--- config.mk ---
export PLATFORM = sky130hd
export DESIGN_NAME = line_pixel_stepper
export DESIGN_NICKNAME = d
export VERILOG_FILES = /design/src/rtl/core/lps_pkg.sv /design/src/rtl/core/line_pixel_stepper.sv /design/src/rtl/core/lps_front.sv /design/src/rtl/core/lps_queue.sv /design/src/rtl/core/lps_back.sv
export SDC_FILE = /design/constraint.sdc
export NUM_CORES = 2
export LEC_CHECK = 0
export ABC_AREA = 1
export BUFFER_PORTS_ARGS = -buffer_cell sky130_fd_sc_hd__buf_2
export CAP_MARGIN = 40
export CORE_UTILIZATION = 26
export CTS_CLUSTER_DIAMETER = 150
export DETAILED_ROUTE_END_ITERATION = 8
export SYNTH_ARGS = -nofsm -noshare
export SYNTH_HDL_FRONTEND = slang
export SYNTH_SLANG_ARGS = --single-unit
--- constraint.sdc ---
create_clock -name clk -period 13.6 [get_ports clk]
set_input_delay 0 -clock clk [delete_from_list [all_inputs] [get_ports clk]]
set_output_delay 0 -clock clk [all_outputs]
set_load 0.03 [all_outputs]
--- src/rtl/core/lps_pkg.sv ---
`timescale 1ns / 1ps

package lps_pkg;

  localparam int DimW   = 12;
  localparam int CoordW = 16;
  localparam int ColorW = 32;
  localparam int IndexW = 22;
  localparam int PosW   = 29;
  localparam int StepW  = 18;
  localparam int CountW = 13;
  localparam int RootW  = 24;
  localparam int RadW   = 2 * RootW;
  localparam int QuotW  = 17;

  localparam logic [4:0] RootIters = 5'd24;
  localparam logic [4:0] DivIters  = 5'd17;

  typedef enum logic [1:0] {
    KIND_STEP,
    KIND_START,
    KIND_DROP
  } kind_t;

  typedef enum logic [2:0] {
    ST_IDLE,
    ST_SQUARE,
    ST_LOAD,
    ST_ROOT,
    ST_DIVIDE
  } state_t;

  typedef struct packed {
    kind_t                    kind;
    logic signed [CoordW-1:0] dx;
    logic signed [CoordW-1:0] dy;
    logic [CoordW-2:0]        sx;
    logic [CoordW-2:0]        sy;
    logic [ColorW-1:0]        color;
  } entry_t;

endpackage

--- src/rtl/core/line_pixel_stepper.sv ---
`timescale 1ns / 1ps

// Channel   Handshake              Payload
// in        in_valid / in_stall    in_op, in_start_x/y, in_end_x/y, in_pen_color
// out       out_valid / out_stall  out_pixel_index, out_pixel_value, out_last
// cfg       psel/penable/pready    paddr, pwrite, pwdata, prdata
//
// A pixel step is done in the back end; steps can stream at one per cycle while the output is not stalled.
// A line start goes through take, squares, load, 24 root and 17 divide iterations;
// a line shorter than one pixel skips the divide.
// Dropped starts and steps past the end are popped and give no transfer.
// A two-entry queue sits between front and back; in_stall rises when it is full.
// Reset clears the queue, state and output valid; frame size resets to 640 x 480.

module line_pixel_stepper #(
  parameter int MAX_FRAME_DIM = 2048
) (
  input  logic                               clk,
  input  logic                               rst_n,
  input  logic                               in_valid,
  output logic                               in_stall,
  input  logic                               in_op,
  input  logic signed [lps_pkg::CoordW-1:0]  in_start_x,
  input  logic signed [lps_pkg::CoordW-1:0]  in_start_y,
  input  logic signed [lps_pkg::CoordW-1:0]  in_end_x,
  input  logic signed [lps_pkg::CoordW-1:0]  in_end_y,
  input  logic [lps_pkg::ColorW-1:0]         in_pen_color,
  output logic                               out_valid,
  input  logic                               out_stall,
  output logic [lps_pkg::IndexW-1:0]         out_pixel_index,
  output logic [lps_pkg::ColorW-1:0]         out_pixel_value,
  output logic                               out_last,
  input  logic                               psel,
  input  logic                               penable,
  input  logic                               pwrite,
  input  logic [2:0]                         paddr,
  input  logic [31:0]                        pwdata,
  output logic [31:0]                        prdata,
  output logic                               pready
);
  import lps_pkg::*;

  localparam logic [DimW:0] MaxDim = (DimW+1)'(MAX_FRAME_DIM);

  logic [DimW-1:0] frame_width_r;
  logic [DimW-1:0] frame_height_r;
  logic [DimW-1:0] eff_width;
  logic [DimW-1:0] eff_height;
  logic            cfg_write;
  entry_t          push_entry;
  entry_t          head;
  logic            head_valid;
  logic            pop;
  logic            full;

  assign pready    = 1'b1;
  assign cfg_write = psel && penable && pwrite && pready;
  assign prdata    = paddr[2] ? {20'b0, frame_height_r} : {20'b0, frame_width_r};

  always_ff @(posedge clk) begin
    if (!rst_n) begin
      frame_width_r  <= DimW'(640);
      frame_height_r <= DimW'(480);
    end else if (cfg_write) begin
      if (paddr[2]) begin
        frame_height_r <= pwdata[DimW-1:0];
      end else begin
        frame_width_r <= pwdata[DimW-1:0];
      end
    end
  end

  assign eff_width  = ({1'b0, frame_width_r} > MaxDim) ? MaxDim[DimW-1:0] : frame_width_r;
  assign eff_height = ({1'b0, frame_height_r} > MaxDim) ? MaxDim[DimW-1:0] : frame_height_r;

  assign in_stall = full;

  lps_front u_front (
    .op        (in_op),
    .start_x   (in_start_x),
    .start_y   (in_start_y),
    .end_x     (in_end_x),
    .end_y     (in_end_y),
    .pen_color (in_pen_color),
    .width     (eff_width),
    .height    (eff_height),
    .entry     (push_entry)
  );

  lps_queue u_queue (
    .clk        (clk),
    .rst_n      (rst_n),
    .push       (in_valid),
    .push_data  (push_entry),
    .full       (full),
    .pop        (pop),
    .head       (head),
    .head_valid (head_valid)
  );

  lps_back u_back (
    .clk             (clk),
    .rst_n           (rst_n),
    .head            (head),
    .head_valid      (head_valid),
    .pop             (pop),
    .width           (eff_width),
    .out_valid       (out_valid),
    .out_stall       (out_stall),
    .out_pixel_index (out_pixel_index),
    .out_pixel_value (out_pixel_value),
    .out_last        (out_last)
  );

endmodule

--- src/rtl/core/lps_front.sv ---
`timescale 1ns / 1ps

module lps_front (
  input  logic                             op,
  input  logic signed [lps_pkg::CoordW-1:0] start_x,
  input  logic signed [lps_pkg::CoordW-1:0] start_y,
  input  logic signed [lps_pkg::CoordW-1:0] end_x,
  input  logic signed [lps_pkg::CoordW-1:0] end_y,
  input  logic [lps_pkg::ColorW-1:0]        pen_color,
  input  logic [lps_pkg::DimW-1:0]          width,
  input  logic [lps_pkg::DimW-1:0]          height,
  output lps_pkg::entry_t                   entry
);
  import lps_pkg::*;

  logic [CoordW-1:0] w_lim;
  logic [CoordW-1:0] h_lim;
  logic              neg;
  logic              over;

  assign w_lim = {width, 4'b0};
  assign h_lim = {height, 4'b0};
  assign neg   = start_x[CoordW-1] | start_y[CoordW-1] | end_x[CoordW-1] | end_y[CoordW-1];
  assign over  = ({1'b0, start_x[CoordW-2:0]} >= w_lim) | ({1'b0, end_x[CoordW-2:0]} >= w_lim) |
                 ({1'b0, start_y[CoordW-2:0]} >= h_lim) | ({1'b0, end_y[CoordW-2:0]} >= h_lim);

  always_comb begin
    entry.dx    = end_x - start_x;
    entry.dy    = end_y - start_y;
    entry.sx    = start_x[CoordW-2:0];
    entry.sy    = start_y[CoordW-2:0];
    entry.color = pen_color;
    if (op) begin
      entry.kind = KIND_STEP;
    end else if (neg || over) begin
      entry.kind = KIND_DROP;
    end else begin
      entry.kind = KIND_START;
    end
  end

endmodule

--- src/rtl/core/lps_queue.sv ---
`timescale 1ns / 1ps

module lps_queue (
  input  logic            clk,
  input  logic            rst_n,
  input  logic            push,
  input  lps_pkg::entry_t push_data,
  output logic            full,
  input  logic            pop,
  output lps_pkg::entry_t head,
  output logic            head_valid
);
  import lps_pkg::*;

  localparam int Depth = 2;
  localparam int AW    = $clog2(Depth);

  entry_t         mem [Depth];
  logic [AW-1:0]  wr_ptr_r;
  logic [AW-1:0]  rd_ptr_r;
  logic [AW:0]    count_r;
  logic           do_push;
  logic           do_pop;

  assign full       = (count_r == (AW+1)'(Depth));
  assign head_valid = (count_r != '0);
  assign head       = mem[rd_ptr_r];
  assign do_push    = push && !full;
  assign do_pop     = pop && head_valid;

  always_ff @(posedge clk) begin
    if (do_push) begin
      mem[wr_ptr_r] <= push_data;
    end
  end

  always_ff @(posedge clk) begin
    if (!rst_n) begin
      wr_ptr_r <= '0;
      rd_ptr_r <= '0;
      count_r  <= '0;
    end else begin
      if (do_push) begin
        wr_ptr_r <= wr_ptr_r + 1'b1;
      end
      if (do_pop) begin
        rd_ptr_r <= rd_ptr_r + 1'b1;
      end
      count_r <= count_r + (AW+1)'(do_push) - (AW+1)'(do_pop);
    end
  end

endmodule

--- src/rtl/core/lps_back.sv ---
`timescale 1ns / 1ps

module lps_back (
  input  logic                        clk,
  input  logic                        rst_n,
  input  lps_pkg::entry_t             head,
  input  logic                        head_valid,
  output logic                        pop,
  input  logic [lps_pkg::DimW-1:0]    width,
  output logic                        out_valid,
  input  logic                        out_stall,
  output logic [lps_pkg::IndexW-1:0]  out_pixel_index,
  output logic [lps_pkg::ColorW-1:0]  out_pixel_value,
  output logic                        out_last
);
  import lps_pkg::*;

  state_t                   state_r, state_nxt;
  logic [4:0]               cnt_r;
  logic signed [CoordW-1:0] dx_r, dy_r;
  logic [CoordW-2:0]        sx_r, sy_r;
  logic [31:0]              sqx_r, sqy_r;
  logic [RadW-1:0]          rad_r;
  logic [RootW+1:0]         rem_r;
  logic [RootW-1:0]         root_r;
  logic [RootW-1:0]         remx_r, remy_r;
  logic [QuotW-1:0]         qx_r, qy_r;
  logic [PosW-1:0]          pos_x_r, pos_y_r;
  logic [StepW-1:0]         step_x_r, step_y_r;
  logic [CountW-1:0]        steps_left_r;
  logic [ColorW-1:0]        line_color_r;
  logic                     out_valid_r;
  logic [IndexW-1:0]        out_index_r;
  logic [ColorW-1:0]        out_value_r;
  logic                     out_last_r;

  logic                     out_free;
  logic                     emit;
  logic                     take_start;
  logic                     take_drop;

  logic [31:0]              d2_sum;
  logic [RootW+3:0]         rem_sh;
  logic [RootW+3:0]         trial;
  logic                     root_ge;
  logic [RootW+1:0]         rem_nxt;
  logic [RootW-1:0]         root_nxt;
  logic                     root_done;
  logic                     div_done;
  logic [CoordW-2:0]        magx, magy;
  logic [RootW:0]           remx_sh, remy_sh;
  logic                     gex, gey;
  logic [QuotW-1:0]         qx_nxt, qy_nxt;
  logic [24:0]              row_prod;
  logic [IndexW-1:0]        index_nxt;

  assign out_free  = !out_valid_r || !out_stall;
  assign root_done = (state_r == ST_ROOT) && (cnt_r == RootIters - 5'd1);
  assign div_done  = (state_r == ST_DIVIDE) && (cnt_r == DivIters - 5'd1);

  always_comb begin
    state_nxt = state_r;
    unique case (state_r)
      ST_IDLE: begin
        if (head_valid && head.kind == KIND_START) begin
          state_nxt = ST_SQUARE;
        end
      end
      ST_SQUARE: state_nxt = ST_LOAD;
      ST_LOAD:   state_nxt = ST_ROOT;
      ST_ROOT: begin
        if (root_done) begin
          state_nxt = (root_nxt[RootW-1:12] == '0) ? ST_IDLE : ST_DIVIDE;
        end
      end
      ST_DIVIDE: begin
        if (div_done) begin
          state_nxt = ST_IDLE;
        end
      end
      default: state_nxt = ST_IDLE;
    endcase
  end

  always_comb begin
    pop        = 1'b0;
    emit       = 1'b0;
    take_start = 1'b0;
    take_drop  = 1'b0;
    if (state_r == ST_IDLE && head_valid) begin
      unique case (head.kind)
        KIND_STEP: begin
          if (steps_left_r == '0) begin
            pop = 1'b1;
          end else if (out_free) begin
            pop  = 1'b1;
            emit = 1'b1;
          end
        end
        KIND_START: begin
          pop        = 1'b1;
          take_start = 1'b1;
        end
        KIND_DROP: begin
          pop       = 1'b1;
          take_drop = 1'b1;
        end
        default: pop = 1'b1;
      endcase
    end
  end

  assign d2_sum   = sqx_r + sqy_r;
  assign rem_sh   = {rem_r, rad_r[RadW-1 -: 2]};
  assign trial    = {2'b0, root_r, 2'b01};
  assign root_ge  = (rem_sh >= trial);
  assign rem_nxt  = root_ge ? (RootW+2)'(rem_sh - trial) : rem_sh[RootW+1:0];
  assign root_nxt = {root_r[RootW-2:0], root_ge};

  assign magx = dx_r[CoordW-1] ? (CoordW-1)'(-dx_r) : dx_r[CoordW-2:0];
  assign magy = dy_r[CoordW-1] ? (CoordW-1)'(-dy_r) : dy_r[CoordW-2:0];

  assign remx_sh = {remx_r, 1'b0};
  assign remy_sh = {remy_r, 1'b0};
  assign gex     = (remx_sh >= {1'b0, root_r});
  assign gey     = (remy_sh >= {1'b0, root_r});
  assign qx_nxt  = {qx_r[QuotW-2:0], gex};
  assign qy_nxt  = {qy_r[QuotW-2:0], gey};

  assign row_prod  = {12'b0, pos_y_r[PosW-1:16]} * {13'b0, width};
  assign index_nxt = row_prod[IndexW-1:0] + {9'b0, pos_x_r[PosW-1:16]};

  always_ff @(posedge clk) begin
    if (!rst_n) begin
      state_r      <= ST_IDLE;
      cnt_r        <= '0;
      steps_left_r <= '0;
      pos_x_r      <= '0;
      pos_y_r      <= '0;
      step_x_r     <= '0;
      step_y_r     <= '0;
      line_color_r <= '0;
      out_valid_r  <= 1'b0;
    end else begin
      state_r <= state_nxt;

      if (emit) begin
        out_valid_r <= 1'b1;
      end else if (!out_stall) begin
        out_valid_r <= 1'b0;
      end

      if (emit) begin
        pos_x_r      <= pos_x_r + {{(PosW-StepW){step_x_r[StepW-1]}}, step_x_r};
        pos_y_r      <= pos_y_r + {{(PosW-StepW){step_y_r[StepW-1]}}, step_y_r};
        steps_left_r <= steps_left_r - CountW'(1);
      end

      if (take_start || take_drop) begin
        line_color_r <= head.color;
        steps_left_r <= '0;
      end

      if (state_r == ST_LOAD || (root_done && root_nxt[RootW-1:12] != '0)) begin
        cnt_r <= '0;
      end else if (state_r == ST_ROOT || state_r == ST_DIVIDE) begin
        cnt_r <= cnt_r + 5'd1;
      end

      if (div_done) begin
        step_x_r     <= dx_r[CoordW-1] ? (StepW'(0) - {1'b0, qx_nxt}) : {1'b0, qx_nxt};
        step_y_r     <= dy_r[CoordW-1] ? (StepW'(0) - {1'b0, qy_nxt}) : {1'b0, qy_nxt};
        pos_x_r      <= {2'b0, sx_r, 12'b0};
        pos_y_r      <= {2'b0, sy_r, 12'b0};
        steps_left_r <= {1'b0, root_r[RootW-1:12]};
      end
    end
  end

  always_ff @(posedge clk) begin
    if (take_start) begin
      dx_r <= head.dx;
      dy_r <= head.dy;
      sx_r <= head.sx;
      sy_r <= head.sy;
    end
    if (state_r == ST_SQUARE) begin
      sqx_r <= dx_r * dx_r;
      sqy_r <= dy_r * dy_r;
    end
    if (state_r == ST_LOAD) begin
      rad_r  <= {1'b0, d2_sum[30:0], 16'b0};
      rem_r  <= '0;
      root_r <= '0;
    end
    if (state_r == ST_ROOT) begin
      rad_r  <= {rad_r[RadW-3:0], 2'b00};
      rem_r  <= rem_nxt;
      root_r <= root_nxt;
      if (root_done) begin
        remx_r <= {2'b0, magx, 7'b0};
        remy_r <= {2'b0, magy, 7'b0};
        qx_r   <= '0;
        qy_r   <= '0;
      end
    end
    if (state_r == ST_DIVIDE) begin
      remx_r <= gex ? RootW'(remx_sh - {1'b0, root_r}) : remx_sh[RootW-1:0];
      remy_r <= gey ? RootW'(remy_sh - {1'b0, root_r}) : remy_sh[RootW-1:0];
      qx_r   <= qx_nxt;
      qy_r   <= qy_nxt;
    end
    if (emit) begin
      out_index_r <= index_nxt;
      out_value_r <= line_color_r;
      out_last_r  <= (steps_left_r == CountW'(1));
    end
  end

  assign out_valid       = out_valid_r;
  assign out_pixel_index = out_index_r;
  assign out_pixel_value = out_value_r;
  assign out_last        = out_last_r;

endmodule
==> impl_metrics.py <==
metrics = {
    "critical_path": {
        "critPathCaptureType": "flop",
        "worstPathArrival_ns": 7.70,
        "crit_top_cell": "fa_1",
        "crit_path_top_delay_cell": "fa_1",
        "cpPeakStageDelay_ns": 0.79,
        "path_cells": "buf_4, nand2_1, inv_1, fa_1, fa_1, inv_1, fa_1, fa_1, inv_1, fa_1, inv_1, fa_1, inv_1, ha_1, nand2_1, nor4_1, nand3_1, nand3_1, nand2_1, nand2_1, a21oi_1, xnor2_1",
        "r2r-start": "u_back.dy_r[15]$_DFFE_PP_",
        "cp_max_fo": 51,
        "reg2reg_setup_slack_ns": 6.36,
        "r2r-end": "u_back.sqy_r[28]$_DFFE_PP_",
        "required_ns": 14.06,
        "path_class": "reg -> reg",
        "r2r_cells": 22,
        "startpoint_type": "flop",
    },
    "place": {
        "gp_congestion": 0.910,
        "port_buffers": 185,
        "dp_hpwl_um": 131000,
    },
    "clocking": {
        "cts_resized": 0,
        "cts_made_buffers": 84,
        "clk_pin_slew_ns": 0.06,
        "cts_setup_buffers": 0,
        "clock_latency_ns": 0.72,
        "cts.path.max_buffers": 3,
        "htree_levels": 3,
        "hold_buffers": 162,
        "cts.sinks": 708,
        "root_buffer": "clkbuf_16",
        "cts_tree": "done",
    },
    "route": {
        "wl_per_cell_um": 15.9,
        "drt_iter0_markers": 3681,
        "vias": 48300,
        "vias_per_cell": 4.53,
        "drc_errors": 0,
        "ant_nets": 0,
        "wirelength_um": 170000,
        "firstDrtPassIters": 6,
    },
    "timing": {
        "rsz0062_at_grt": "false",
        "tightest_slew_ns": 0.958,
        "fin_crit_ns": 7.24,
        "min_period_over_period": 0.532,
        "finalHoldViolations": 0,
        "final.setup.tns_ns": 0,
        "final.setup_skew_ns": 0.0620,
        "maxSlewHeadroom": 0.361,
        "finalMaxSlewViolations": 0,
        "setup-violations-final": 0,
        "timing.fmax_mhz": 138,
    },
    "synthesis": {
        "synth-xor-area-share": 0.0357,
        "synth_mux_area_frac": 0.0164,
        "synth_flop_cell": "edfxtp_1",
        "synth_top_area_frac": 0.257,
        "yosys.area_share.adder": 0.285,
        "yosys.cell_types.count": 65,
        "synth_edf_count": 531,
        "syn_area_mm2": 0.0621,
        "netlist_instances": 7121,
        "ys_warn_count": 0,
        "synth_top_cells_by_area": "edfxtp_1 26%, fa_1 19%, ha_1 9.4%",
        "ys_seq_area_frac": 0.314,
        "synth_top_family_by_area": "adder cells",
        "ys_ff_latch": 708,
        "synth_async_sr_flop_share": 0,
        "yosysTopAreaCell": "edfxtp_1",
        "avgSynthCellArea_um2": 8.72,
        "synth-compound-area-share": 0.0924,
        "synth_simple_gate_area_frac": 0.152,
    },
    "layout": {
        "nets": 8624,
        "layout_common_cells": "1445 x inv_1, 1270 x nand2_1, 594 x fa_1",
        "drive_gt1_frac": 0.0699,
        "final.fill_count": 24600,
        "area_growth_pct": 15.2,
        "final_common_cell": "inv_1",
        "seq_area_mm2": 0.0195,
        "multi_input_area_mm2": 0.0362,
    },
    "floorplanning": {
        "die_h_um": 491,
        "ios": 229,
        "die_w_um": 491,
        "rows": 178,
        "start_util": 0.263,
        "dieArea_mm2": 0.241,
        "core_area_mm2": 0.236,
    },
    "global_routing": {
        "grt_use_total": 0.140,
        "grt_pass1_wl_um": 270000,
        "antenna_found_initial": 5,
        "grt_pass1_vias": 49300,
        "overflow": 0,
        "grt_max_degree": 80,
    },
    "hold_path": {
        "min_path_type": "in -> reg",
        "hold_end": "u_queue.mem[0][17]$_DFFE_PP_",
        "hold_depth": 2,
        "holdCritStartpoint": "in_pen_color[17]",
    },
    "status": {
        "status": "finished, final reports clean",
    },
    "flow_run": {
        "drv_cap": 0,
    },
}
[routing by layer]
layer	vias to the layer above	routed length [um]	global-route usage
met5	-	11	0
met3	208	10000	0.0213
li1	23300	-	-
met2	1294	79500	0.235
met1	23500	76200	0.184
met4	2	4050	0.0388
[per-stage QoR]
stage,util,instance area [um2],hold WS (ns),worst slack [ns],std cells
2_1_floorplan,-,62100,0.0989,6.56,7140
3_3_place_gp,0.281,66300,0.188,6.47,10300
3_5_place_dp,0.283,66900,0.191,6.38,10300
4_1_cts,0.302,71500,0.00557,6.34,10600
5_1_grt,0.303,71500,0.0398,6.00,10700
6_report,0.303,71500,0.0567,6.36,10700
[flip-flops by register name (all words and copies together), names as in the netlist, 26 cells and up, named ones only]
register                flops
u_back.pos_y_r             29
u_back.rad_r               32
u_back.line_color_r        32
u_back.pos_x_r             29
u_back.sqx_r               30
u_back.out_pixel_value     32
u_back.sqy_r               30
u_queue.mem               192
u_back.rem_r               26
[synth_stat cells (all sizes together) (62+ instances only)]
| master | n |
|---|---|
| dfxtp | 177 |
| nand2 | 1278 |
| clkbuf | 116 |
| a21oi | 444 |
| nor2 | 574 |
| nor3 | 82 |
| o21ai | 403 |
| nand3 | 230 |
| xnor2 | 106 |
| mux2 | 62 |
| buf | 91 |
| inv | 1460 |
| edfxtp | 531 |
| xor2 | 147 |
| ha | 465 |
| fa | 594 |
[kinds of logic after synthesis]
kind of cell	count (synthesis)
simple gates	2284
buf+inv	1675
fa+ha+maj	1059
compound gates	1046
flops	708
xor+xnor	253
mux	94
other cells	2
[critical path: cells and delay by family, from the launching register on]
family	cells	cell delay [ns]
adders and majority gates	7	3.80
and+or+nand+nor	7	1.45
buffers and inverters	6	1.18
DFF	1	0.34
xor gates and xnor gates	1	0.12
AOI/OAI and AO/OA	1	0.09
[final cells by class]
class | count | share of cell area
Antenna cell | 4 | 0.000140
Clock buffer | 108 | 0.0324
Clock inverter | 50 | 0.00924
Inverter | 1468 | 0.0771
Multi-Input combinational cell | 4757 | 0.506
Sequential cell | 708 | 0.273
Tap cell | 3150 | 0.0551
Timing Repair Buffer | 407 | 0.0468
[how the worst max path moves through the flow]
stage	start	endpoint	cells after the start
2_1_floorplan	u_back.state_r[1]$_SDFFE_PN0P_	u_back.qx_r[0]$_SDFFCE_PN0P_	6
3_3_place_gp	u_back.dy_r[15]$_DFFE_PP_	u_back.sqy_r[28]$_DFFE_PP_	22
4_1_cts	u_back.dy_r[15]$_DFFE_PP_	u_back.sqy_r[28]$_DFFE_PP_	22
3_5_place_dp	u_back.dy_r[15]$_DFFE_PP_	u_back.sqy_r[28]$_DFFE_PP_	22
5_1_grt	u_back.dy_r[15]$_DFFE_PP_	u_back.sqy_r[28]$_DFFE_PP_	22
6_report	u_back.dy_r[15]$_DFFE_PP_	u_back.sqy_r[28]$_DFFE_PP_	22
Power is left out: the tool's default activity adds up to more than one toggle a clock period on the data nets, which glitch-free logic cannot reach.
